**src/hdl/obrb_pkg.sv**
```systemverilog
// ----------------------------------------------------------------------------
// obrb_pkg
// Shared types and constants for the overwriting byte ring buffer.
// ----------------------------------------------------------------------------
`default_nettype none

package obrb_pkg;

  localparam int DEPTH_DEF = 1024;

  localparam int BYTE_W   = 8;
  localparam int CAP_W    = 11;
  localparam int OFFSET_W = 10;
  localparam int COUNT_W  = 11;
  localparam int FILL_W   = 11;
  localparam int KIND_W   = 2;

  localparam int S_TDATA_W = 32;
  localparam int S_TUSER_W = KIND_W;
  localparam int M_TDATA_W = 32;

  typedef enum logic [KIND_W-1:0] {
    KIND_WRITE = 2'd0,
    KIND_PEEK  = 2'd1,
    KIND_ERASE = 2'd2,
    KIND_READ  = 2'd3
  } kind_e;

  // status of one operation, handed from the control stage to the output stage
  typedef struct packed {
    logic              use_byte;
    logic [FILL_W-1:0] fill_count;
    logic [FILL_W-1:0] linear_readable;
    logic              error;
    logic              overwrote;
  } res_t;

endpackage

`default_nettype wire

```
**src/hdl/obrb_out.sv**
```systemverilog
// ----------------------------------------------------------------------------
// obrb_out
// Output register: merges RAM read data with the operation status and holds
// the result word until the sink takes it.
// ----------------------------------------------------------------------------
`default_nettype none

module obrb_out (
  input  wire logic                           clk_i,
  input  wire logic                           rst_ni,
  input  wire logic                           res_valid_i,
  input  obrb_pkg::res_t                      res_i,
  input  wire logic [obrb_pkg::BYTE_W-1:0]    rdata_i,
  output logic                                take_o,
  output logic                                m_valid_o,
  input  wire logic                           m_ready_i,
  output logic [obrb_pkg::M_TDATA_W-1:0]      m_data_o
);

  logic                              valid_q, valid_d;
  logic [obrb_pkg::M_TDATA_W-1:0]    data_q;
  logic [obrb_pkg::BYTE_W-1:0]       rbyte;

  assign take_o = !valid_q || m_ready_i;
  assign rbyte  = res_i.use_byte ? rdata_i : '0;

  always_comb begin
    valid_d = valid_q;
    if (res_valid_i && take_o) begin
      valid_d = 1'b1;
    end else if (m_ready_i) begin
      valid_d = 1'b0;
    end
  end

  always_ff @(posedge clk_i or negedge rst_ni) begin
    if (!rst_ni) begin
      valid_q <= 1'b0;
    end else begin
      valid_q <= valid_d;
    end
  end

  always_ff @(posedge clk_i) begin
    if (res_valid_i && take_o) begin
      data_q <= {res_i.overwrote, res_i.error, res_i.linear_readable,
                 res_i.fill_count, rbyte};
    end
  end

  assign m_valid_o = valid_q;
  assign m_data_o  = data_q;

endmodule

`default_nettype wire

```
**config.mk**
```make
export PLATFORM = sky130hd
export DESIGN_NAME = obrb_out
export DESIGN_NICKNAME = d
export VERILOG_FILES = /design/src/hdl/obrb_pkg.sv /design/src/hdl/obrb_out.sv
export SDC_FILE = /design/constraint.sdc
export NUM_CORES = 1
export LEC_CHECK = 0
export BUFFER_PORTS_ARGS = -buffer_cell sky130_fd_sc_hd__buf_2
export CAP_MARGIN = 10
export CORE_UTILIZATION = 36
export CTS_BUF_LIST = sky130_fd_sc_hd__clkbuf_16
export DETAILED_ROUTE_END_ITERATION = 8
export HOLD_SLACK_MARGIN = 0.06
export PLACE_DENSITY = 0.82
export SKIP_LAST_GASP = 1
export SYNTH_ARGS = -nofsm -noshare
export SYNTH_HDL_FRONTEND = slang
export SYNTH_SLANG_ARGS = --single-unit
```
**constraint.sdc**
```tcl
create_clock -name clk_i -period 1.1 [get_ports clk_i]
set_input_delay 0.22 -clock clk_i [delete_from_list [all_inputs] [get_ports clk_i]]
set_output_delay 0.22 -clock clk_i [all_outputs]
set_load 0.02 [all_outputs]
```
# [After elaboration in Yosys (flattened, before gate mapping)]
# Cells that the tools add are included.
[op_classes] n_reduce_logical=4 mux=2
[ops] op="2-to-1 mux 1 bit" count=2
[ops] op="nonzero test 2 bit" count=1
[ops] op="logical AND 1 bit" count=1
[ops] op="logical NOT 1 bit" count=1
[ops] op="logical OR 1 bit" count=1
[word_totals] regBits=33 in_bits=37 word_cells=9 output_inout_bits=34

# [Logic depth before layout (Yosys ltp)]
# Gate-level depths: netlist of the first run.
[logic_depth] depth_word=4 mapped_depth=2 depth_no_buf=2

# [Worst setup path after synthesis of the first run]
# Ideal clock, no wire load.
[synth_timing] path_type="reg-to-reg" from="reg valid_q, in the netlist m_valid_o" to="reg data_q (netlist bit m_data_o[0]), enable pin" n_path_buf=0 slack_ns=-0.196 arrival_time_ns=0.956 required_time_ns=0.760 period_less_slack_ns=1.296 setup_ns=0.340 path_stages_with_launch=3 cell_sequence="dfrtp_1 > nand2b_4 > and2_4"
[synth_between] elab_chain_cells=3
[synth_rtl] element="start, declared" line="obrb_out.sv:20" rtl="logic valid_q, valid_d;"
[synth_rtl] element="start signal, assigned" line="obrb_out.sv:40" rtl="valid_q <= valid_d;"
[synth_rtl] element="logical NOT 1 bit" line="obrb_out.sv:24" rtl="assign take_o = !valid_q || m_ready_i;"
[synth_rtl] element="logical OR 1 bit" line="obrb_out.sv:24"
[synth_rtl] element="net take_o" line="obrb_out.sv:14" rtl="output logic take_o,"
[synth_rtl] element="logical AND 1 bit" line="obrb_out.sv:45" rtl="if (res_valid_i && take_o) begin"
[synth_rtl] element="end signal, assigned" line="obrb_out.sv:46" rtl="data_q <= {res_i.overwrote, res_i.error, res_i.linear_readable,"
[synth_rtl] element="end, declared" line="obrb_out.sv:21" rtl="logic [obrb_pkg::M_TDATA_W-1:0] data_q;"
# The timed path passes the listed nets, and every way through them passes these cells.
# A chain may end at the register's enable or synchronous reset.

# [Worst setup path after layout of the first run]
[layout_timing] from="reg valid_q, in the netlist m_valid_o" to="reg data_q (netlist bit m_data_o[10]), enable pin"
[layout_between] elab_chain_cells=3
[layout_rtl] element="logical NOT 1 bit" line="obrb_out.sv:24"
[layout_rtl] element="logical OR 1 bit" line="obrb_out.sv:24"
[layout_rtl] element="logical AND 1 bit" line="obrb_out.sv:45"
# No other way between the ends.

==> flow_summary.json, run 1 <==
{
  "swShare_pct": 20.95,
  "endpoint": "m_data_o[10]$_DFFE_PP_",
  "synth_xor_area_share_pct": 0,
  "crit_required_ns": 1.08,
  "grt_overflow": 0,
  "synth_compound_area_share_pct": 0,
  "synthMuxAreaShare_pct": 0,
  "yosys.area.top_type_share_pct": 90.25,
  "final_cell_mix": "buf_2, edfxtp_1, and2_1, clkbuf_16",
  "worst_pin_slew_ns": 0.1220,
  "grt_max_degree": 17,
  "die_w_um": 56.39,
  "place_area_mm2": 0.001503,
  "startpoint_type": "register",
  "cts_tree": "done",
  "n_fill_cell": 235,
  "violations": "negative setup slack",
  "syn_nets": 81,
  "reg2reg_setup_slack_ns": -0.02,
  "antenna_found_initial": 0,
  "synth-simple-area-share_pct": 7.403,
  "crit_cells": 3,
  "wl_per_cell_um": 12.55,
  "htree_num_levels": 2,
  "gp_congestion": 0.7000,
  "cap_violations": 0,
  "vias": 672,
  "io_pins": 71,
  "fp-row-count": 19,
  "antenna_left": 0,
  "max_stage_delay_ns": 0.42,
  "final_common_cell": "buf_2",
  "portBuffers": 70,
  "internal_power_mw": 2.423,
  "core-area_mm2": 0.002781,
  "nets": 162,
  "fin_setup_tns_ns": -0.4856,
  "yosys-top-cells-area": "edfxtp_1, and2_1, dfrtp_1",
  "insertion_delay_ns": 0.27,
  "utilization_pct": 59.74,
  "finalPower_mw": 3.066,
  "maxSlewViolCount": 0,
  "clock_power_share_pct": 41.8,
  "fp.dieArea_mm2": 0.003179,
  "yosysUniqueCellTypes": 6,
  "crit_chain": "nand2b_4 -> and2_4 -> buf_12",
  "num_antenna_cells": 0,
  "ys_seq_elements": 33,
  "drive_gt1_share_pct": 66.67,
  "r2r_cells": 3,
  "drt-total-wl_um": 1971,
  "postSynthAreaPerCell_um2": 24.20,
  "synth_top_family_by_area": "simple AND/OR/NAND/NOR gates",
  "pre_cts_slack_ns": -0.006825,
  "via_per_inst": 4.280,
  "path_max_fanout": 16,
  "initial_core_util_pct": 38.28,
  "finalInstanceArea_mm2": 0.001662,
  "crit_path_start": "m_valid_o$_DFFE_PN0P_",
  "synth_adder_area_share_pct": 0,
  "cp_slowest_cell": "dfrtp_2",
  "cts_buffers": 5,
  "r2r_end": "m_data_o[10]$_DFFE_PP_",
  "p_sw_mw": 0.6424,
  "clock_sinks": 33,
  "fp.dieH_um": 56.39,
  "slew_headroom_pct": 91.92,
  "finalCriticalPeriod_ns": 1.121,
  "grt_pass1_wl_um": 3098,
  "p_leak_nw": 0.7299,
  "syn_area_mm2": 0.001065,
  "critPathKind": "register to register",
  "grt_pass1_vias": 686,
  "rsz0062_at_grt": "true",
  "setup_violations": 31,
  "finalHoldViolCount": 0,
  "post-cts-setup-buffers": 0,
  "cp.arrival_ns": 1.10,
  "finalClockSkew_ns": 0.003521,
  "status": "finished with violations",
  "rr_startpoint": "m_valid_o$_DFFE_PN0P_",
  "cts_buffer_depth": 2,
  "fmax_ghz": 0.8921,
  "end_kind": "register",
  "fin_ws_ns": -0.02099,
  "drc": 0,
  "hold_class": "input pin to register",
  "vdd_drop_max_v": 0.001660,
  "root_buffer": "clkbuf_16",
  "first_iter_violations": 25,
  "p_per_area_mw_per_mm2": 1845,
  "comb_power_share_pct": 9.8,
  "dr.pass1.iters": 4,
  "synth_seq_area_share_pct": 92.60,
  "seqPwrFrac_pct": 48.4,
  "path_delay_family": "flip-flops",
  "areaGrowthSynthToFinish_pct": 56.05,
  "timing.final.crit_share_pct": 101.9,
  "groute.usage.overall_pct": 13.98,
  "syn-instance-count": 44,
  "synth_top_area_cell": "edfxtp_1",
  "clk_pin_slew_worst_paths_ns": 0.05,
  "timing.critical_path.buf_inv": 1,
  "yosysWarnings": 0
}
==> per-stage QoR <==
stage / instances / hold slack (ns)
floorplan: 44 / -0.07559
global placement: 148 / -0.004724
detailed placement: 148 / -0.003599
CTS: 157 / 0.1162
global route: 157 / 0.1083
finish: 157 / 0.1221
==> routing by layer <==
metal / track usage (%) / wire, um / vias up
met2: 23.13 / 1018 / 51
met5: 0 / 0 / -
li1: - / - / 327
met3: 10.83 / 306 / 4
met1: 12.38 / 623 / 290
met4: 6.272 / 23 / 0
==> logic make-up (layout without fill, tap and decap cells) <==
| family | Yosys count | count (layout) |
|---|---|---|
| flops | 33 | 33 |
| buf+inv | 0 | 82 |
| simple gates | 11 | 11 |
==> synth_stat cells (all sizes together) <==
master and count:
dfrtp 1, and2 9, edfxtp 32, nand2b 2
==> worst min path at each step <==
stage                     startpoint                endpoint  slack (ns)  cells past startpoint
final                       res_i[2]  m_data_o[19]$_DFFE_PP_        0.12                      1
after floorplan               rst_ni   m_valid_o$_DFFE_PN0P_       -0.08                      0
after global placement        rst_ni   m_valid_o$_DFFE_PN0P_      -0.005                      1
after CTS                   res_i[2]  m_data_o[19]$_DFFE_PP_        0.12                      1
after global routing        res_i[2]  m_data_o[19]$_DFFE_PP_        0.11                      1
after detailed placement      rst_ni   m_valid_o$_DFFE_PN0P_      -0.004                      1
==> layout make-up <==
class / instances / area, um^2 / share of cell area, %
Clock buffer: 5 / 125.1 / 7.530
Tap cell: 31 / 38.79 / 2.334
Timing Repair Buffer: 74 / 414.1 / 24.92
Clock inverter: 3 / 17.52 / 1.054
Multi-Input combinational cell: 11 / 78.83 / 4.744
Sequential cell: 33 / 987.2 / 59.41
==> state kept, by name (all words and copies together) (netlist names) <==
name	count
m_data_o	32
m_valid_o	1
==> timing repair <==
action | CTS | global route
hold endpoints to repair | 1 | 0
endpoints found under the setup margin | 31 | 34
pin swaps | 0 | 0
hold buffers | 1 | 0
gates resized for setup | 2 | 0
==> power groups by stage <==
| stage | sequential, mW | clock (mW) | combinational, mW |
|---|---|---|---|
| floorplan | 1.60 | 0 | 0.0443 |
| global placement | 1.51 | 0 | 0.289 |
| detailed placement | 1.51 | 0 | 0.296 |
| CTS | 1.48 | 1.32 | 0.304 |
| global route | 1.49 | 1.39 | 0.322 |
| finish | 1.48 | 1.28 | 0.300 |
Note: power is estimated with default switching activity, not from simulation.
==> run 2: changes to the inputs <==
ABC_AREA = 1   (was default)
RECOVER_POWER = 25   (was default)
SLEW_MARGIN = 30   (was default)
==> run 2 against run 1 <==
Net effect: the run still ends with negative setup slack left; clock skew up 0.0021 ns; global-route usage is 0.51 points lower; maximum frequency increased by 0.49%; utilization up 0.63 points; synthesized area rose by 0.59%; count of clock-buffer cells in the layout did not move; sequential share of layout area shrank 0.62 points; largest cell class unchanged; highest routed layer is now met3.
==> flow_summary.json, run 2 <==
{
  "insertion_delay_ns": 0.27,
  "final_common_cell": "buf_2",
  "drc": 0,
  "final-seq-area_um2": 987.2,
  "r2r_end": "m_data_o[13]$_DFFE_PP_",
  "cts_buffer_depth": 2,
  "yosysUniqueCellTypes": 6,
  "finalHoldViolCount": 0,
  "synth_edf_count": 32,
  "rr_startpoint": "m_valid_o$_DFFE_PN0P_",
  "fp.dieH_um": 56.55,
  "drive_gt1_share_pct": 60.58,
  "r2r_cells": 2,
  "rsz0062_at_grt": "true",
  "synth_seq_area_share_pct": 92.06,
  "root_buffer": "clkbuf_16",
  "vias": 723,
  "critPathKind": "register to output pin",
  "cts_tree": "done",
  "clk_pin_slew_worst_paths_ns": 0.05,
  "ys_seq_elements": 33,
  "pre_cts_slack_ns": 0.004938,
  "startpoint_type": "register",
  "fmax_ghz": 0.8964,
  "syn_area_mm2": 0.001071,
  "grt_overflow": 0,
  "postSynthAreaPerCell_um2": 19.47,
  "end_kind": "output pin",
  "grt_max_degree": 18,
  "initial_core_util_pct": 38.51,
  "reg2reg_setup_slack_ns": -0.01,
  "n_fill_cell": 227,
  "synth_most_common_cell": "edfxtp_1",
  "largest_reg_flops": 32,
  "yosysWarnings": 0,
  "synthArstFlopShare_pct": 3.030,
  "die_w_um": 56.55,
  "hold_class": "input pin to register",
  "synth_ff_type": "edfxtp_1",
  "areaGrowthSynthToFinish_pct": 56.78,
  "final_cell_mix": "buf_2, edfxtp_1, inv_1, nand2_1, clkbuf_16",
  "gp_congestion": 0.6664,
  "slew_headroom_pct": 87.42,
  "syn-instance-count": 55,
  "status": "finished with violations",
  "htree_num_levels": 2,
  "nets": 173,
  "fp.dieArea_mm2": 0.003197,
  "timing.final.crit_share_pct": 101.4,
  "groute.usage.overall_pct": 13.47,
  "vdd_drop_max_v": 0.001816,
  "portBuffers": 70,
  "antenna_found_initial": 0,
  "multi_input_area_um2": 56.30,
  "cp.arrival_ns": 0.90,
  "violations": "negative setup slack",
  "yosys.area.top_type_share_pct": 89.72,
  "worst_pin_slew_ns": 0.1883,
  "grt_pass1_vias": 739,
  "crit_path_start": "m_valid_o$_DFFE_PN0P_",
  "via_per_inst": 4.304,
  "finalClockSkew_ns": 0.005604,
  "io_pins": 71,
  "maxSlewViolCount": 0,
  "path_max_fanout": 3,
  "cap_violations": 0,
  "syn_nets": 92,
  "fin_ws_ns": -0.01556,
  "grt_pass1_wl_um": 3070,
  "dr.pass1.iters": 4,
  "setup_violations": 20,
  "core-area_mm2": 0.002781,
  "utilization_pct": 60.37,
  "yosys-top-cells-count": "edfxtp_1, inv_1, nand2_1",
  "yosys-top-cells-area": "edfxtp_1, inv_1, nand2_1",
  "synth_top_area_cell": "edfxtp_1",
  "first_iter_violations": 20,
  "hold_depth": 1,
  "num_antenna_cells": 0,
  "p_leak_nw": 0.7953,
  "place_hpwl_um": 1484,
  "crit_required_ns": 0.88,
  "finalCriticalPeriod_ns": 1.116,
  "antenna_left": 0,
  "p_per_area_mw_per_mm2": 1813,
  "clock_sinks": 33,
  "fp-row-count": 19,
  "cts_buffers": 5,
  "wl_per_cell_um": 11.35,
  "endpoint": "take_o",
  "drt-total-wl_um": 1907
}
[run 2: changes by cell type in the layout (fill, tap and decap cells not counted), moves of 2 or more]
| cell | delta |
|---|---|
| and2_1 | -8 |
| clkinv_1 | +2 |
| inv_1 | +10 |
| nand2_1 | +9 |
[run 2: through the flow]
step,setup TNS (ns),cells,instance area (um^2),power [mW],hold WS [ns]
finish,-0.1275,168,1679,3.043,0.1225
global route,-1.040,168,1679,3.186,0.1073
CTS,-0.1899,167,1672,3.086,0.1163
detailed placement,0,157,1508,1.804,-0.002837
global placement,0,157,1508,1.793,-0.004655
floorplan,-11.46,55,1084,1.649,-0.07559
[run 2: logic make-up after synthesis]
kind of cell | after synthesis | synth area share [%]
DFF | 33 | 92.06
buffers and inverters | 11 | 3.972
and+or+nand+nor | 10 | 3.505
AOI/OAI and AO/OA | 1 | 0.4668
[run 2: worst max-delay path: stages (launching register included)]
cell     delay, ns
dfrtp_2       0.43
nand2_2       0.08
buf_6         0.11
[run 2: final cells by class]
cell class,count,area share [%]
well taps,31,2.310
inverters,10,2.235
flip-flops and latches,33,58.79
repair buffers,75,25.11
clock inverters,3,0.7452
clock buffers,5,7.452
multi-input cells,11,3.353
[run 2: layer usage]
| metal | wire [um] | share of wire, % | GRT usage, % | up-vias |
|---|---|---|---|---|
| li1 | - | - | - | 352 |
| met4 | 0 | 0 | 7.317 | 0 |
| met5 | 0 | 0 | 0 | - |
| met2 | 1033 | 54 | 22.69 | 46 |
| met3 | 204 | 11 | 6.221 | 0 |
| met1 | 669 | 35 | 13.75 | 325 |
[run 2: worst min-delay path by stage]
stage                                   to      from  slack (ns)
CTS                 m_data_o[24]$_DFFE_PP_  res_i[7]        0.12
finish              m_data_o[24]$_DFFE_PP_  res_i[7]        0.12
global placement     m_valid_o$_DFFE_PN0P_    rst_ni      -0.005
detailed placement   m_valid_o$_DFFE_PN0P_    rst_ni      -0.003
global route        m_data_o[20]$_DFFE_PP_  res_i[3]        0.11
floorplan            m_valid_o$_DFFE_PN0P_    rst_ni       -0.08
[run 2: what timing repair did]
| action | 4_1_cts | 5_1_grt |
|---|---|---|
| pin swaps | 1 | 0 |
| endpoints found under the setup margin | 18 | 34 |
| hold buffers | 1 | 0 |
| setup buffers | 1 | 1 |
| hold endpoints to repair | 1 | 0 |
| gates resized for setup | 3 | 0 |
[run 2: power by group]
part | switching, mW | internal (mW)
Clock | 0.440 | 0.814
Sequential | 0.0169 | 1.47
Combinational | 0.178 | 0.128
