### config.mk
export PLATFORM = sky130hd
export DESIGN_NAME = obrb_ctrl
export DESIGN_NICKNAME = d
export VERILOG_FILES = /design/src/hdl/obrb_pkg.sv /design/src/hdl/obrb_ctrl.sv
export SDC_FILE = /design/constraint.sdc
export NUM_CORES = 1
export LEC_CHECK = 0
export BUFFER_PORTS_ARGS = -buffer_cell sky130_fd_sc_hd__clkbuf_2
export CAP_MARGIN = 20
export CORE_MARGIN = 8
export CORE_UTILIZATION = 40
export DETAILED_ROUTE_END_ITERATION = 8
export PLACE_DENSITY = 0.66
export SLEW_MARGIN = 20
export SYNTH_ARGS = -nofsm -noshare
export SYNTH_HDL_FRONTEND = slang
export SYNTH_SLANG_ARGS = --single-unit
### constraint.sdc
create_clock -name clk_i -period 7.9 [get_ports clk_i]
set_input_delay 0.395 -clock clk_i [delete_from_list [all_inputs] [get_ports clk_i]]
set_output_delay 0.395 -clock clk_i [all_outputs]
set_load 0.05 [all_outputs]
### src/hdl/obrb_pkg.sv
// ----------------------------------------------------------------------------
// obrb_pkg
// Shared types and constants for the overwriting byte ring buffer.
// ----------------------------------------------------------------------------
`default_nettype none

package obrb_pkg;

  localparam int DEPTH_DEF = 1024;

  localparam int BYTE_W   = 8;
  localparam int CAP_W    = 11;
  localparam int OFFSET_W = 10;
  localparam int COUNT_W  = 11;
  localparam int FILL_W   = 11;
  localparam int KIND_W   = 2;

  localparam int S_TDATA_W = 32;
  localparam int S_TUSER_W = KIND_W;
  localparam int M_TDATA_W = 32;

  typedef enum logic [KIND_W-1:0] {
    KIND_WRITE = 2'd0,
    KIND_PEEK  = 2'd1,
    KIND_ERASE = 2'd2,
    KIND_READ  = 2'd3
  } kind_e;

  // status of one operation, handed from the control stage to the output stage
  typedef struct packed {
    logic              use_byte;
    logic [FILL_W-1:0] fill_count;
    logic [FILL_W-1:0] linear_readable;
    logic              error;
    logic              overwrote;
  } res_t;

endpackage

`default_nettype wire

### src/hdl/obrb_ctrl.sv
// ----------------------------------------------------------------------------
// obrb_ctrl
// Pointer and fill-count state, operation decode, RAM access and the
// in-flight stage that waits for the RAM read data.
// ----------------------------------------------------------------------------
`default_nettype none

module obrb_ctrl #(
  parameter int DEPTH = obrb_pkg::DEPTH_DEF
) (
  input  wire logic                          clk_i,
  input  wire logic                          rst_ni,
  input  wire logic                          cfg_valid_i,
  input  wire logic [obrb_pkg::CAP_W-1:0]    cfg_wdata_i,
  input  wire logic                          in_valid_i,
  output logic                               in_ready_o,
  input  wire logic [obrb_pkg::KIND_W-1:0]   kind_i,
  input  wire logic [obrb_pkg::BYTE_W-1:0]   write_byte_i,
  input  wire logic [obrb_pkg::OFFSET_W-1:0] peek_offset_i,
  input  wire logic [obrb_pkg::COUNT_W-1:0]  erase_count_i,
  input  wire logic                          take_i,
  output logic                               res_valid_o,
  output obrb_pkg::res_t                     res_o,
  output logic                               ram_we_o,
  output logic [$clog2(DEPTH)-1:0]           ram_waddr_o,
  output logic [obrb_pkg::BYTE_W-1:0]        ram_wdata_o,
  output logic                               ram_re_o,
  output logic [$clog2(DEPTH)-1:0]           ram_raddr_o
);

  localparam int PTR_W = $clog2(DEPTH);
  localparam int CNT_W = $clog2(DEPTH + 1);
  localparam int SUM_W = ((CNT_W > obrb_pkg::COUNT_W) ? CNT_W : obrb_pkg::COUNT_W) + 1;

  logic [PTR_W-1:0] rp_q, rp_d, wp_q, wp_d;
  logic [CNT_W-1:0] cnt_q, cnt_d, cap_q, cap_d;

  logic             p_valid_q, p_valid_d;
  logic             p_use_q, p_err_q, p_ovw_q;
  logic [PTR_W-1:0] p_rp_q, p_wp_q;
  logic [CNT_W-1:0] p_cnt_q;

  logic             accept, advance;
  logic             use_byte, err, ovw;
  logic [CNT_W-1:0] lin;
  obrb_pkg::kind_e  kind;

  function automatic logic [PTR_W-1:0] adv(
    input logic [PTR_W-1:0] p,
    input logic [SUM_W-1:0] step,
    input logic [CNT_W-1:0] cap
  );
    logic [SUM_W-1:0] s;
    s = SUM_W'(p) + step;
    if (s >= SUM_W'(cap)) begin
      s = s - SUM_W'(cap);
    end
    return PTR_W'(s);
  endfunction

  assign kind       = obrb_pkg::kind_e'(kind_i);
  assign advance    = p_valid_q && take_i;
  assign in_ready_o = !p_valid_q || take_i;
  assign accept     = in_valid_i && in_ready_o;

  assign ram_waddr_o = wp_q;
  assign ram_wdata_o = write_byte_i;
  assign ram_we_o    = accept && (kind == obrb_pkg::KIND_WRITE);
  assign ram_re_o    = accept && use_byte;

  always_comb begin
    rp_d        = rp_q;
    wp_d        = wp_q;
    cnt_d       = cnt_q;
    cap_d       = cap_q;
    use_byte    = 1'b0;
    err         = 1'b0;
    ovw         = 1'b0;
    ram_raddr_o = rp_q;
    priority if (cfg_valid_i) begin
      if (cfg_wdata_i == '0) begin
        cap_d = CNT_W'(1);
      end else if (32'(cfg_wdata_i) > 32'(DEPTH)) begin
        cap_d = CNT_W'(DEPTH);
      end else begin
        cap_d = CNT_W'(cfg_wdata_i);
      end
      rp_d  = '0;
      wp_d  = '0;
      cnt_d = '0;
    end else if (accept) begin
      unique case (kind)
        obrb_pkg::KIND_WRITE: begin
          if (cnt_q >= cap_q) begin
            rp_d = adv(rp_q, SUM_W'(1), cap_q);
            ovw  = 1'b1;
          end else begin
            cnt_d = cnt_q + CNT_W'(1);
          end
          wp_d = adv(wp_q, SUM_W'(1), cap_q);
        end
        obrb_pkg::KIND_PEEK: begin
          if (SUM_W'(peek_offset_i) >= SUM_W'(cnt_q)) begin
            err = 1'b1;
          end else begin
            use_byte    = 1'b1;
            ram_raddr_o = adv(rp_q, SUM_W'(peek_offset_i), cap_q);
          end
        end
        obrb_pkg::KIND_ERASE: begin
          if (SUM_W'(erase_count_i) > SUM_W'(cnt_q)) begin
            err = 1'b1;
          end else begin
            rp_d  = adv(rp_q, SUM_W'(erase_count_i), cap_q);
            cnt_d = cnt_q - CNT_W'(erase_count_i);
          end
        end
        obrb_pkg::KIND_READ: begin
          if (cnt_q == '0) begin
            err = 1'b1;
          end else begin
            use_byte = 1'b1;
            rp_d     = adv(rp_q, SUM_W'(1), cap_q);
            cnt_d    = cnt_q - CNT_W'(1);
          end
        end
        default: begin
          err = 1'b1;
        end
      endcase
    end
  end

  always_comb begin
    p_valid_d = p_valid_q;
    if (accept) begin
      p_valid_d = 1'b1;
    end else if (advance) begin
      p_valid_d = 1'b0;
    end
  end

  always_ff @(posedge clk_i or negedge rst_ni) begin
    if (!rst_ni) begin
      rp_q      <= '0;
      wp_q      <= '0;
      cnt_q     <= '0;
      cap_q     <= CNT_W'(DEPTH);
      p_valid_q <= 1'b0;
    end else begin
      rp_q      <= rp_d;
      wp_q      <= wp_d;
      cnt_q     <= cnt_d;
      cap_q     <= cap_d;
      p_valid_q <= p_valid_d;
    end
  end

  // snapshot of the state left by the word in flight
  always_ff @(posedge clk_i) begin
    if (accept) begin
      p_use_q <= use_byte;
      p_err_q <= err;
      p_ovw_q <= ovw;
      p_rp_q  <= rp_d;
      p_wp_q  <= wp_d;
      p_cnt_q <= cnt_d;
    end
  end

  always_comb begin
    if (p_rp_q < p_wp_q) begin
      lin = CNT_W'(p_wp_q - p_rp_q);
    end else if (p_cnt_q == '0) begin
      lin = '0;
    end else begin
      lin = cap_q - CNT_W'(p_rp_q);
    end
  end

  assign res_valid_o           = p_valid_q;
  assign res_o.use_byte        = p_use_q;
  assign res_o.fill_count      = obrb_pkg::FILL_W'(p_cnt_q);
  assign res_o.linear_readable = obrb_pkg::FILL_W'(lin);
  assign res_o.error           = p_err_q;
  assign res_o.overwrote       = p_ovw_q;

endmodule

`default_nettype wire

Word level (Yosys, flattened, before mapping). Index checks and enable logic that the tools add are counted.

Register bits: 77. Input port bits: 47. Output and inout bits: 57. Word-level logic and storage cells: 88.

Add/sub/neg operators: 13. Magnitude comparators: 9. Eq/ne operators: 3. Mux-type cells: 39. Bitwise gates (word level): 1. Reduce and logical (&&, ||, !) cells: 12.

Operators with widths (number): two-way mux 10 bit (16); two-way mux 11 bit (9); >= comparator 11 bit (4); subtractor 10 bit (4); zero test 11 bit (3); case mux 11 bit (3 select lines) (1); case mux 10 bit (3 select lines) (1); adder 10 x 1 -> 11 bit, second input constant (2); adder 10 x 11 -> 12 bit (1); >= comparator 12 x 11 -> 1 bit (1); adder 10 x 10 -> 11 bit (1); adder 11 x 1 -> 11 bit, second input constant (1); >= comparator 10 x 11 -> 1 bit (1); > comparator 11 bit (1); > comparator 11 bit, second input constant (1); subtractor 10 x 10 -> 11 bit (1); subtractor 11 x 1 -> 11 bit, second input constant (1); subtractor 11 x 10 -> 11 bit (1); subtractor 11 bit (1); less-than comparator 10 bit (1); two-way mux 1 bit (10); == test 2 bit, second input constant (2); logical AND 1 bit (4); case mux 1 bit (3 select lines) (1); 8 further kinds (8).

Logic depth before layout (Yosys ltp). Gate-level depths: netlist of the first run.

Depth in word-level cells: 7. Gate-level depth with buffers: 19. Mapped depth without buffers: 18.

Worst setup path after synthesis of the first run. OpenSTA, ideal clock, no wires.

Kind: register to output. Start point: reg rp_q[0]. End point: out ram_raddr_o[1]. Data arrival time: 4071 ps. Data required time: 7505 ps. Path slack: 3434 ps. Stages on the path, launching flop included: 16. Buffers on the path: 0. Cell sequence: dfrtp_1 -> ha_1 -> inv_1 -> fa_1 -> nor2b_1 -> o21ai_0 -> a21boi_0 -> o21ai_0 -> a21oi_1 -> xor2_1 -> ha_1 -> and3_1 -> a311o_1 -> a31oi_4 -> mux2i_1 -> mux2i_1.

Cells in the longest elaborated chain, start to end: 7. Elaborated cells between the ends (all ways): 8. Classes of those cells: add/sub (2); order compare (1); mux (5).

RTL lines: from (decl) (line obrb_ctrl.sv:35) `logic [PTR_W-1:0] rp_q, rp_d, wp_q, wp_d;`; from (signal assigned) (line obrb_ctrl.sv:151) `rp_q <= rp_d;`; adder 10 x 10 -> 11 bit * (line obrb_ctrl.sv:54) `s = SUM_W'(p) + step;`; subtractor 10 bit / >= comparator 11 bit (equally long branches) (line obrb_ctrl.sv:56, obrb_ctrl.sv:55); two-way mux 10 bit * (line obrb_ctrl.sv:55) `if (s >= SUM_W'(cap)) begin`; two-way mux 10 bit * (line obrb_ctrl.sv:103) `if (SUM_W'(peek_offset_i) >= SUM_W'(cnt_q)) begin`; two-way mux 10 bit * (line obrb_ctrl.sv:92) `unique case (kind)`; two-way mux 10 bit * (line obrb_ctrl.sv:91) `end else if (accept) begin`; two-way mux 10 bit * (line obrb_ctrl.sv:80) `priority if (cfg_valid_i) begin`; to (decl) (line obrb_ctrl.sv:28) `output logic [$clog2(DEPTH)-1:0] ram_raddr_o`.

Mark *: on every way between the ends. The rest lies on a longest branch, timed or not.

Worst setup path in the final report of the first run.
Start point: reg rp_q[0]. End point: out ram_raddr_o[9].

Same word-level chain as after synthesis.

==> summary.txt, run 1 <==
Outcome
  – Status: finished clean

Pwr
  – Worst VDD drop: 0.000103 V
  – PD cells: 143 nW/um^2
  – LEAKAGE: 4.62 nW

Setup path
  – Crit path max-delay family: compound AO/OA/AOI/OAI gates
  – Worst EP required: 7.51 ns
  – Critical path depth: 16
  – Worst reg2reg endpoint: p_rp_q[5]
  – Worst R2R Start: rp_q[0]
  – CP max stage delay: 0.56 ns
  – CP Max Fanout: 10
  – Crit path launch type: flip-flop
  – CP max stage cell: dfrtp_1
  – CP endpoint kind: output port
  – Reg2reg path depth: 18
  – Critical path buffer and inverter count: 2
  – Arr. time, crit path: 4.95 ns
  – Crit Path Class: reg2out
  – R2R setup slack: 3.33 ns
  – Cell Chain, Critical Path: ha_1, inv_1, fa_1, nor2b_1, o21ai_0, a21boi_0, o21ai_0, a21oi_1, xor2_1, ha_1, and3_1, a311o_1, a31oi_4, mux2_2, mux2_2, clkbuf_2

Placed design
  – Pre-CTS setup slack: 2.99 ns
  – Port Buffers: 87
  – Final GP Congestion: 0.998
  – Hpwl dp: 22900 um
  – Post-place instance area: 9810 um^2

Drt
  – Routed WL: 29400 um
  – Via density: 5.99
  – Detailed Route Iter0 Violations: 700
  – Pre-antenna DRT Iters: 6
  – Vias after detailed routing: 8746
  – Avg WL per Cell: 20.2 um
  – Final ANT Viol Nets: 0
  – DRC violations left: 0

Synthesis
  – Post-Synth Adder-Cell Area: 18.5%
  – Largest family of logic cells by synthesized area: compound AO/OA/AOI/OAI gates
  – Post-Synth Simple-Gate Area: 18.7%
  – Library cells used by synthesis: 79
  – Sequential share of the synthesized area: 23.0%
  – EDFF count, synth: 34
  – Yosys warns: 0
  – Post-synthesis mux area share: 4.82%
  – FFs w/ async S/R, synth: 55.8%
  – Post-synthesis cell count: 1096
  – Syn Area/Cell: 8.34 um^2
  – Post-Synth XOR/XNOR Area: 6.90%
  – Mapped Area: 9140 um^2
  – Top_reg_cell synth: dfrtp_1
  – Compound-cell area share of the yosys netlist: 22.7%
  – Number of synthesized register bits: 77
  – Syn Nets: 1272

STA
  – Slew at the pin closest to its max-slew limit: 0.871 ns
  – Fmax: 187 MHz
  – Final Hold Vio Count: 0
  – Slew margin rel.: 41.8%
  – Setup tns final: 0 ns
  – Clock Skews: 0.00897 ns
  – Final worst path period share: 67.7%
  – Max-slew violation count: 0
  – Finish-stage setup viols: 0
  – Final min period: 5.35 ns
  – Fin worst setup slack: 2.55 ns
  – RSZ-0062 raised after global routing: no

Final layout
  – Commonest non-fill, non-tap cell in the layout: ha_1
  – Fin area: 10100 um^2
  – Antenna diode count: 0
  – Synth-to-layout area growth: 10.5%
  – Number of fill cells: 2224
  – Most frequent cells in the layout: 120 x ha_1, 87 x clkbuf_2, 85 x nand2_1, 84 x nor2_1, 81 x inv_1
  – Share of cells above drive strength 1: 12.9%
  – Nets: 1345

Clock network
  – Root Driver: clkbuf_16
  – Clk Latency, worst-skew pair: 0.34 ns
  – Reg clk slew, reported paths: 0.06 ns
  – H-tree depth: 3
  – Worst-case clock buffer depth: 2
  – Hold buffers post-CTS: 0
  – CTS tree: built
  – CTS buffer count: 9
  – Sink Count: 77
  – PostCTS Resize Cnt: 0
  – Setup Buffers After CTS: 0

Global route
  – Initial antenna violation count: 0
  – Remaining global-route overflow: 0
  – Tot GR Track Use: 20.8%
  – Largest net degree at the start of global routing: 46
  – Vias in the first global route: 8423
  – First-pass GRT wire length: 46900 um

Floorplanning
  – DIE AREA: 27900 um^2
  – Core ar.: 22500 um^2
  – Cell row count: 55
  – I/O Pins: 104
  – Die W: 167 um
  – Die height: 167 um
  – Initial Utilization: 40.6%

Job
  – Max-cap violations: 0

Worst hold path
  – Worst min path class: in2async
==> synth_stat cells, types with 9 or more instances <==
master / count / area share (%)
buf_4: 12 / 0.99
mux2_2: 19 / 2.3
a211oi_1: 12 / 0.99
and3_1: 15 / 1.0
nand4_1: 13 / 0.89
o21ai_0: 79 / 4.3
a31oi_1: 15 / 1.0
ha_1: 120 / 16
nor2b_1: 20 / 1.4
clkbuf_1: 18 / 0.74
nand2_1: 85 / 3.5
inv_1: 81 / 3.3
or3_1: 10 / 0.68
nor2_1: 84 / 3.5
nor3_1: 32 / 1.8
nand3_1: 28 / 1.5
mux2i_1: 17 / 1.9
a21o_1: 24 / 2.0
fa_1: 9 / 2.0
o21a_1: 19 / 1.6
nand2b_1: 17 / 1.2
edfxtp_1: 34 / 11
xor2_1: 24 / 2.3
nand3b_1: 9 / 0.74
xnor2_1: 48 / 4.6
dfrtp_1: 42 / 12
a21oi_1: 71 / 3.9
==> layout make-up <==
type | count | area [um^2] | share of cell area (%)
multi-input combinational | 904 | 6550 | 64.9
sequential | 77 | 2100 | 20.8
timing repair buffer | 96 | 503 | 4.98
tap | 285 | 357 | 3.53
inverter | 81 | 304 | 3.01
clock buffer | 9 | 225 | 2.23
clock inverter | 7 | 58.8 | 0.582
==> worst reg2reg max path, cell delays in order (launching register included) <==
cell	delay, ns
dfrtp_1	0.56
ha_1	0.28
inv_1	0.07
fa_1	0.40
nor2b_1	0.11
o21ai_0	0.11
a21o_1	0.22
nand3b_1	0.09
xor2_1	0.28
ha_1	0.34
and4_1	0.24
nand2_1	0.07
a31oi_1	0.04
a211o_1	0.30
a32oi_1	0.15
buf_4	0.24
mux2_2	0.37
a222oi_1	0.30
nor2_1	0.12
==> cell families after synthesis <==
| family | after synthesis |
|---|---|
| xor gates and xnor gates | 72 |
| adders and majority gates | 130 |
| DFF | 77 |
| and+or+nand+nor | 347 |
| buffers and inverters | 115 |
| muxes | 41 |
| AOI/OAI and AO/OA | 314 |
==> power breakdown <==
group | internal [W] | switching (W) | total (W)
logic | 0.000217 | 0.000373 | 0.000590
registers | 0.000436 | 0.0000162 | 0.000452
clock network | 0.000217 | 0.000183 | 0.000400
==> stage by stage <==
step	std cells	util, %	power, W	hold slack (ns)
after floorplan	1096	-	0.000908	0.0994
after global placement	1443	43.6	0.00104	0.518
after detailed placement	1443	43.6	0.00104	0.527
after CTS	1459	44.9	0.00144	0.163
after global routing	1459	44.9	0.00153	0.190
final	1459	44.9	0.00144	0.146
==> state kept, by name, indices dropped and copies added (netlist names) <==
| signal | count |
|---|---|
| cnt_q | 11 |
| res_valid_o | 1 |
| cap_q | 11 |
| p_wp_q | 10 |
| p_cnt_q | 11 |
| p_err_q | 1 |
| p_ovw_q | 1 |
| rp_q | 10 |
| p_use_q | 1 |
| ram_waddr_o | 10 |
| p_rp_q | 10 |
==> routing by layer <==
metal	global-route usage (%)	share of wire, %	wire [um]	up-vias
met5	0	0	0	-
met4	9.98	4.7	1390	0
met3	2.85	6.8	1990	82
met2	33.1	45	13200	356
met1	27.3	44	12900	4134
li1	-	-	-	4174
==> worst max-delay path by stage <==
stage	startpoint	end
2_1_floorplan	rp_q[0]	ram_raddr_o[1]
4_1_cts	rp_q[0]	ram_raddr_o[9]
3_3_place_gp	rp_q[0]	ram_raddr_o[9]
6_report	rp_q[0]	ram_raddr_o[9]
3_5_place_dp	rp_q[0]	ram_raddr_o[8]
5_1_grt	rp_q[0]	ram_raddr_o[9]
(Power assumes the default switching activity.)
==> run 2: changes to the inputs <==
--- a/config.mk
+++ b/config.mk
@@ -10,7 +10,7 @@
 export CORE_MARGIN = 8
 export CORE_UTILIZATION = 40
 export DETAILED_ROUTE_END_ITERATION = 8
-export PLACE_DENSITY = 0.66
+export PLACE_DENSITY = 0.68
 export SLEW_MARGIN = 20
 export SYNTH_ARGS = -nofsm -noshare
 export SYNTH_HDL_FRONTEND = slang
==> constraint.sdc (replaced) <==
create_clock -name clk_i -period 4.6 [get_ports clk_i]
set_input_delay 0.23 -clock clk_i [delete_from_list [all_inputs] [get_ports clk_i]]
set_output_delay 0.23 -clock clk_i [all_outputs]
set_load 0.05 [all_outputs]
==> run 2 against run 1 <==
Clock skew is essentially flat; final cell count up 2.0%; via count is 0.64% higher; first-iteration DRC count up 28%; register-to-register slack got worse by 3.0 ns; wire length increased by 2.3%; cell area rose by 3.5%; critical path depth is the same; global-route usage is 0.27 points higher; critical endpoint is now ram_raddr_o[6]; highest routed layer unchanged.
==> summary.txt, run 2 (same netlist as run 1, synthesis figures left out) <==
Outcome
  – Status: finished clean (unchanged)

Final layout
  – Util after Layout: 46.4% (was 44.9%)
  – Most frequent cells in the layout: 117 x ha_1, 84 x nand2_1, 84 x nor2_1, 81 x inv_1, 78 x clkbuf_2 (was 120 x ha_1, 87 x clkbuf_2, 85 x nand2_1, 84 x nor2_1, 81 x inv_1)
  – Antenna diode count: 0 (unchanged)
  – Register area: 2100 um^2 (unchanged)
  – Number of fill cells: 2187 (was 2224)
  – Area of the multi-input gates: 6620 um^2 (was 6550 um^2)
  – Share of cells above drive strength 1: 16.1% (was 12.9%)
  – Synth-to-layout area growth: 14.4% (was 10.5%)
  – Commonest non-fill, non-tap cell in the layout: ha_1 (unchanged)
  – Nets: 1374 (was 1345)
  – Final non-filler cell total: 1488 (was 1459)
  – Largest registers: cap_q: 11 flops, cnt_q: 11 flops, p_cnt_q: 11 flops (unchanged)
  – Fin area: 10500 um^2 (was 10100 um^2)

Global route
  – Remaining global-route overflow: 0 (unchanged)
  – Tot GR Track Use: 21.0% (was 20.8%)
  – First-pass GRT wire length: 46600 um (was 46900 um)
  – Initial antenna violation count: 0 (unchanged)
  – Largest net degree at the start of global routing: 44 (was 46)
  – Vias in the first global route: 8492 (was 8423)

Worst hold path
  – Hold path depth: 2
  – Hold_sp: in_valid_i
  – Worst min path class: in2reg (was in2async)
  – Hold endpoint: res_valid_o

Floorplanning
  – I/O Pins: 104 (unchanged)
  – Cell row count: 55 (unchanged)
  – Die height: 167 um (unchanged)
  – Die W: 167 um (unchanged)
  – Initial Utilization: 40.6% (unchanged)
  – Core ar.: 22500 um^2 (unchanged)
  – DIE AREA: 27900 um^2 (unchanged)

Placed design
  – Final GP Congestion: 0.974 (was 0.998)
  – Placed cells: 1459 (was 1443)
  – Post-place instance area: 9930 um^2 (was 9810 um^2)
  – Port Buffers: 87 (unchanged)
  – Hpwl dp: 23500 um (was 22900 um)

Job
  – Max-cap violations: 0 (unchanged)

Setup path
  – Worst EP required: 4.37 ns (was 7.51 ns)
  – Crit path launch: rp_q[1] (was rp_q[0])
  – CP Max Fanout: 9 (was 10)
  – R2R setup slack: 0.30 ns (was 3.33 ns)
  – Arr. time, crit path: 4.30 ns (was 4.95 ns)
  – CP endpoint kind: output port (unchanged)
  – Reg2reg path depth: 19 (was 18)
  – Worst R2R Start: rp_q[0] (unchanged)
  – Crit Path Class: reg2out (unchanged)
  – Crit path launch type: flip-flop (unchanged)
  – Worst reg2reg endpoint: p_rp_q[4] (was p_rp_q[5])

STA
  – Final min period: 4.53 ns
  – Clock Skews: 0.00918 ns (was 0.00897 ns)
  – Final worst path period share: 98.4%
  – Max-slew violation count: 0 (unchanged)
  – Fmax: 221 MHz
  – Setup tns final: 0 ns (unchanged)
  – Final Hold Vio Count: 0 (unchanged)
  – Finish-stage setup viols: 0 (unchanged)
  – Slew at the pin closest to its max-slew limit: 0.775 ns (was 0.871 ns)
  – Slew margin rel.: 47.9% (was 41.8%)
  – RSZ-0062 raised after global routing: yes (was no)

Pwr
  – PD cells: 242 nW/um^2 (was 143 nW/um^2)
  – LEAKAGE: 4.79 nW (was 4.62 nW)
  – Worst VDD drop: 0.000171 V (was 0.000103 V)
  – Total power: 0.00253 W (was 0.00144 W)

Drt
  – Vias after detailed routing: 8802 (was 8746)
  – Detailed Route Iter0 Violations: 899 (was 700)
  – Final ANT Viol Nets: 0 (unchanged)
  – Pre-antenna DRT Iters: 5 (was 6)
  – DRC violations left: 0 (unchanged)
  – Avg WL per Cell: 20.2 um (about the same)
  – Routed WL: 30100 um (was 29400 um)
  – Via density: 5.92 (was 5.99)

Clock network
  – Sink Count: 77 (unchanged)
  – H-tree depth: 3 (unchanged)
  – CTS buffer count: 9 (unchanged)
  – Root Driver: clkbuf_16 (unchanged)
  – Clk Latency, worst-skew pair: 0.35 ns (was 0.34 ns)
  – CTS tree: built (unchanged)
  – Reg clk slew, reported paths: 0.07 ns (was 0.06 ns)
  – Worst-case clock buffer depth: 2 (unchanged)
==> run 2: changes by cell type in the layout (fill, tap and decap cells not counted), sizes merged <==
cell | previous run | this run
dlygate4sd3 | 0 | 1
clkbuf | 96 | 91
clkinv | 4 | 2
buf | 9 | 42
inv | 83 | 85
==> run 2: per-layer routing <==
layer / wire length, um / GRT usage (%) / vias to the layer above
li1: - / - / 4230
met1: 12800 / 26.2 / 4099
met2: 13500 / 34.2 / 379
met3: 2200 / 4.33 / 94
met4: 1530 / 10.3 / 0
met5: 0 / 0 / -
==> run 2: final cells by class <==
cell class | instances | share of cell area, %
well taps | 285 | 3.41
inverters | 81 | 2.91
clock inverters | 7 | 0.539
flip-flops and latches | 77 | 20.1
multi-input cells | 904 | 63.4
repair buffers | 125 | 7.54
clock buffers | 9 | 2.15
==> run 2: worst max-delay path by stage <==
stage / slack, ns / end
after CTS: 0.002 / ram_raddr_o[6]
after floorplan: 0.30 / ram_raddr_o[1]
final: 0.07 / ram_raddr_o[6]
after global placement: 0.20 / ram_raddr_o[6]
after detailed placement: 0.10 / ram_raddr_o[6]
after global routing: -0.06 / ram_raddr_o[6]
==> run 2: report_power, final <==
part	internal [W]	total, W	switching, W
combinational	0.000405	0.00106	0.000657
clock	0.000373	0.000691	0.000318
sequential	0.000749	0.000774	0.0000259
total	0.00153	0.00253	0.00100
==> run 2: critical path: stages (launching register included) <==
cell and delay [ns]:
dfrtp_1 0.40, ha_1 0.28, a21o_1 0.18, a21oi_2 0.16
o21ai_1 0.11, or4_4 0.44, a2111o_1 0.40, o311ai_2 0.12
ha_1 0.32, nand4_1 0.09, nor3_1 0.06, a211o_1 0.26
a31oi_4 0.18, buf_12 0.15, mux2_1 0.32, mux2_1 0.29
clkbuf_8 0.18
==> run 2: what timing repair did <==
item	CTS	global route
buffers inserted	7	5
pin swaps	6	10
hold buffers	1	0
endpoints found under the hold margin	42	0
gates resized for setup	14	24
endpoints found under the setup margin	10	12
==> run 2: metrics by stage <==
| step | hold slack, ns | setup WS [ns] |
|---|---|---|
| finish | 0.0842 | 0.0745 |
| global route | 0.0915 | -0.0560 |
| CTS | 0.0788 | 0.00232 |
| detailed placement | 0.361 | 0.103 |
| global placement | 0.352 | 0.195 |
| floorplan | -0.0656 | 0.299 |
==> run 3: changes to the inputs <==
--- a/config.mk
+++ b/config.mk
@@ -5,12 +5,12 @@
 export SDC_FILE = /design/constraint.sdc
 export NUM_CORES = 1
 export LEC_CHECK = 0
-export BUFFER_PORTS_ARGS = -buffer_cell sky130_fd_sc_hd__clkbuf_2
 export CAP_MARGIN = 20
 export CORE_MARGIN = 8
 export CORE_UTILIZATION = 40
 export DETAILED_ROUTE_END_ITERATION = 8
-export PLACE_DENSITY = 0.68
+export DONT_BUFFER_PORTS = 1
+export PLACE_DENSITY = 0.64
 export SLEW_MARGIN = 20
 export SYNTH_ARGS = -nofsm -noshare
 export SYNTH_HDL_FRONTEND = slang
==> run 3 against run 2 <==
Wire length is 2.0% higher; flip-flop and latch count unchanged; final cell count decreased by 4.2%; register-to-register slack worse by 0.12 ns; clock power increased by 15%; setup slack better by 0.012 ns; sequential power grew 3.9%; power grew 3.7%; critical endpoint is now ram_raddr_o[8].
==> summary.txt, run 3 (same netlist as run 1, synthesis figures left out) <==
Outcome
  – Status: finished clean (unchanged)

STA
  – Clock Skews: 0.0117 ns (was 0.00918 ns)
  – Final worst path period share: 98.1% (was 98.4%)
  – Slew at the pin closest to its max-slew limit: 1.02 ns (was 0.775 ns)
  – Final Hold Vio Count: 0 (unchanged)
  – Final min period: 4.51 ns (was 4.53 ns)
  – Fmax: 222 MHz (was 221 MHz)
  – Slew margin rel.: 31.6% (was 47.9%)
  – Max-slew violation count: 0 (unchanged)
  – Worst hold slack: 0.0105 ns (was 0.0842 ns)
  – Finish-stage setup viols: 0 (unchanged)
  – Setup tns final: 0 ns (unchanged)

Final layout
  – Final non-filler cell total: 1426 (was 1488)
  – Share of cells above drive strength 1: 11.0% (was 16.1%)
  – Nets: 1312 (was 1374)
  – Commonest non-fill, non-tap cell in the layout: ha_1 (unchanged)
  – Synth-to-layout area growth: 11.9% (was 14.4%)
  – Largest registers: cap_q: 11 flops, cnt_q: 11 flops, p_cnt_q: 11 flops (unchanged)
  – Antenna diode count: 0 (unchanged)
  – Most frequent cells in the layout: 117 x ha_1, 85 x nand2_1, 84 x nor2_1, 80 x inv_1, 71 x o21ai_0 (was 117 x ha_1, 84 x nand2_1, 84 x nor2_1, 81 x inv_1, 78 x clkbuf_2)

Pwr
  – P_int: 0.00164 W (was 0.00153 W)
  – Worst VDD drop: 0.000270 V (was 0.000171 V)
  – PD cells: 256 nW/um^2 (was 242 nW/um^2)
  – Register share of total power: 30.7% (was 30.6%)
  – Clock power share: 30.2% (was 27.3%)
  – LEAKAGE: 4.57 nW (was 4.79 nW)
  – Switching fraction of total power: 37.3% (was 39.6%)
  – Comb power frac: 39.1% (was 42.0%)
  – Switch Pwr: 0.000979 W (was 0.00100 W)

Clock network
  – H-tree depth: 3 (unchanged)
  – CTS tree: built (unchanged)
  – Sink Count: 77 (unchanged)
  – Root Driver: clkbuf_16 (unchanged)
  – Worst-case clock buffer depth: 2 (unchanged)
  – CTS buffer count: 9 (unchanged)
  – Clk Latency, worst-skew pair: 0.35 ns (about the same)
  – Reg clk slew, reported paths: 0.07 ns (about the same)

Floorplanning
  – Initial Utilization: 40.6% (unchanged)
  – Die W: 167 um (unchanged)
  – I/O Pins: 104 (unchanged)
  – DIE AREA: 27900 um^2 (unchanged)
  – Core ar.: 22500 um^2 (unchanged)
  – Cell row count: 55 (unchanged)
  – Die height: 167 um (unchanged)

Setup path
  – CP max stage cell: or4_4 (unchanged)
  – CP Max Fanout: 4 (was 9)
  – R2R setup slack: 0.18 ns (was 0.30 ns)
  – Worst EP required: 4.37 ns (about the same)
  – Crit Path Class: reg2out (unchanged)
  – CP endpoint kind: output port (unchanged)
  – Crit path launch type: flip-flop (unchanged)
  – CP max stage delay: 0.43 ns (was 0.44 ns)
  – Reg2reg path depth: 20 (was 19)
  – Worst reg2reg endpoint: p_rp_q[0] (was p_rp_q[4])
  – Crit path max-delay family: compound AO/OA/AOI/OAI gates (unchanged)
  – Cell Chain, Critical Path: ha_1, a21o_1, a21oi_2, o21ai_2, or4_4, nand2_1, xnor2_2, ha_4, a21oi_1, and2b_1, a311o_1, a31oi_4, buf_4, mux2_2, mux2_4 (was ha_1, a21o_1, a21oi_2, o21ai_1, or4_4, a2111o_1, o311ai_2, ha_1, nand4_1, nor3_1, a211o_1, a31oi_4, buf_12, mux2_1, mux2_1, clkbuf_8)
  – Critical path buffer and inverter count: 1 (was 2)
  – Arr. time, crit path: 4.28 ns (was 4.30 ns)
  – Worst R2R Start: rp_q[0] (unchanged)

Global route
  – Vias in the first global route: 8286 (was 8492)
  – First-pass GRT wire length: 47300 um (was 46600 um)
  – Largest net degree at the start of global routing: 44 (unchanged)
  – Tot GR Track Use: 21.4% (was 21.0%)
  – Initial antenna violation count: 0 (unchanged)
  – Remaining global-route overflow: 0 (unchanged)

Worst hold path
  – Worst min path class: in2reg (unchanged)
  – Hold endpoint: cap_q[3] (was res_valid_o)
  – Hold_sp: cfg_wdata_i[3] (was in_valid_i)
  – Hold path depth: 2 (unchanged)

Drt
  – Vias after detailed routing: 8670 (was 8802)
  – Avg WL per Cell: 21.5 um (was 20.2 um)
  – Routed WL: 30700 um (was 30100 um)
  – Final ANT Viol Nets: 0 (unchanged)
  – Pre-antenna DRT Iters: 5 (unchanged)
  – Via density: 6.08 (was 5.92)
  – DRC violations left: 0 (unchanged)
  – Detailed Route Iter0 Violations: 741 (was 899)

Placed design
  – Hpwl dp: 23500 um (about the same)
  – Placed cells: 1384 (was 1459)
  – Port Buffers: 0 (was 87)
  – Final GP Congestion: 0.959 (was 0.974)

Job
  – Max-cap violations: 0 (unchanged)
==> run 3: cell types whose count changed in the layout (fill, tap and decap cells not counted), moves of 4 or more <==
cell / change
clkbuf_2: -78
buf_4: +15
o21ai_0: -5
clkbuf_8: -4
mux2_4: +6
mux2_2: -6
dlygate4sd3_1: +4
o21ai_1: +5
==> run 3: routing by layer <==
metal	wire, um	vias up	global-route usage, %	share of wire, %
li1	-	4105	-	-
met1	13000	4115	26.6	42
met2	14100	362	35.6	46
met3	2220	88	4.14	7.2
met4	1400	0	9.63	4.5
met5	0	-	0	0
==> run 3: per-stage QoR <==
stage          setup slack (ns)  instance area [um^2]  power, W  utilization (%)
2_1_floorplan             0.299                  9140   0.00156                -
5_1_grt                 -0.0527                 10200   0.00275             45.5
3_5_place_dp              0.187                  9590   0.00176             42.6
4_1_cts                 0.00926                 10100   0.00258             44.7
6_report                 0.0866                 10200   0.00262             45.5
3_3_place_gp              0.253                  9590   0.00175             42.6
==> run 3: cell type report <==
class                   count  area (um^2)
clock buffers              10          229
clock inverters             6         96.3
fillers                  2224        12300
inverters                  81          304
multi-input cells         904         6640
flip-flops and latches     77         2100
well taps                 285          357
repair buffers             63          508
==> run 3: power by group through the flow <==
stage / Sequential, W / Combinational (W) / Clock (W)
after floorplan: 0.000805 / 0.000754 / 0
after global placement: 0.000818 / 0.000932 / 0
after detailed placement: 0.000818 / 0.000939 / 0
after CTS: 0.000804 / 0.000976 / 0.000800
after global routing: 0.000807 / 0.00112 / 0.000823
final: 0.000804 / 0.00103 / 0.000792
==> run 3: how the worst max path moves through the flow <==
stage                     depth (start not counted)              to     from  slack (ns)
final                                            15  ram_raddr_o[8]  rp_q[1]        0.09
after global routing                             17  ram_raddr_o[4]  rp_q[0]       -0.05
after CTS                                        15  ram_raddr_o[4]  rp_q[1]       0.009
after detailed placement                         15  ram_raddr_o[4]  rp_q[1]        0.19
after global placement                           15  ram_raddr_o[5]  rp_q[1]        0.25
after floorplan                                  15  ram_raddr_o[1]  rp_q[0]        0.30
==> run 3: timing repair <==
item	4_1_cts	5_1_grt
setup buffers	6	12
pin swaps	3	13
resized for setup	6	20
endpoints found under the hold margin	68	1
gates cloned	0	1
hold buffers	6	1
endpoints found under the setup margin	9	16
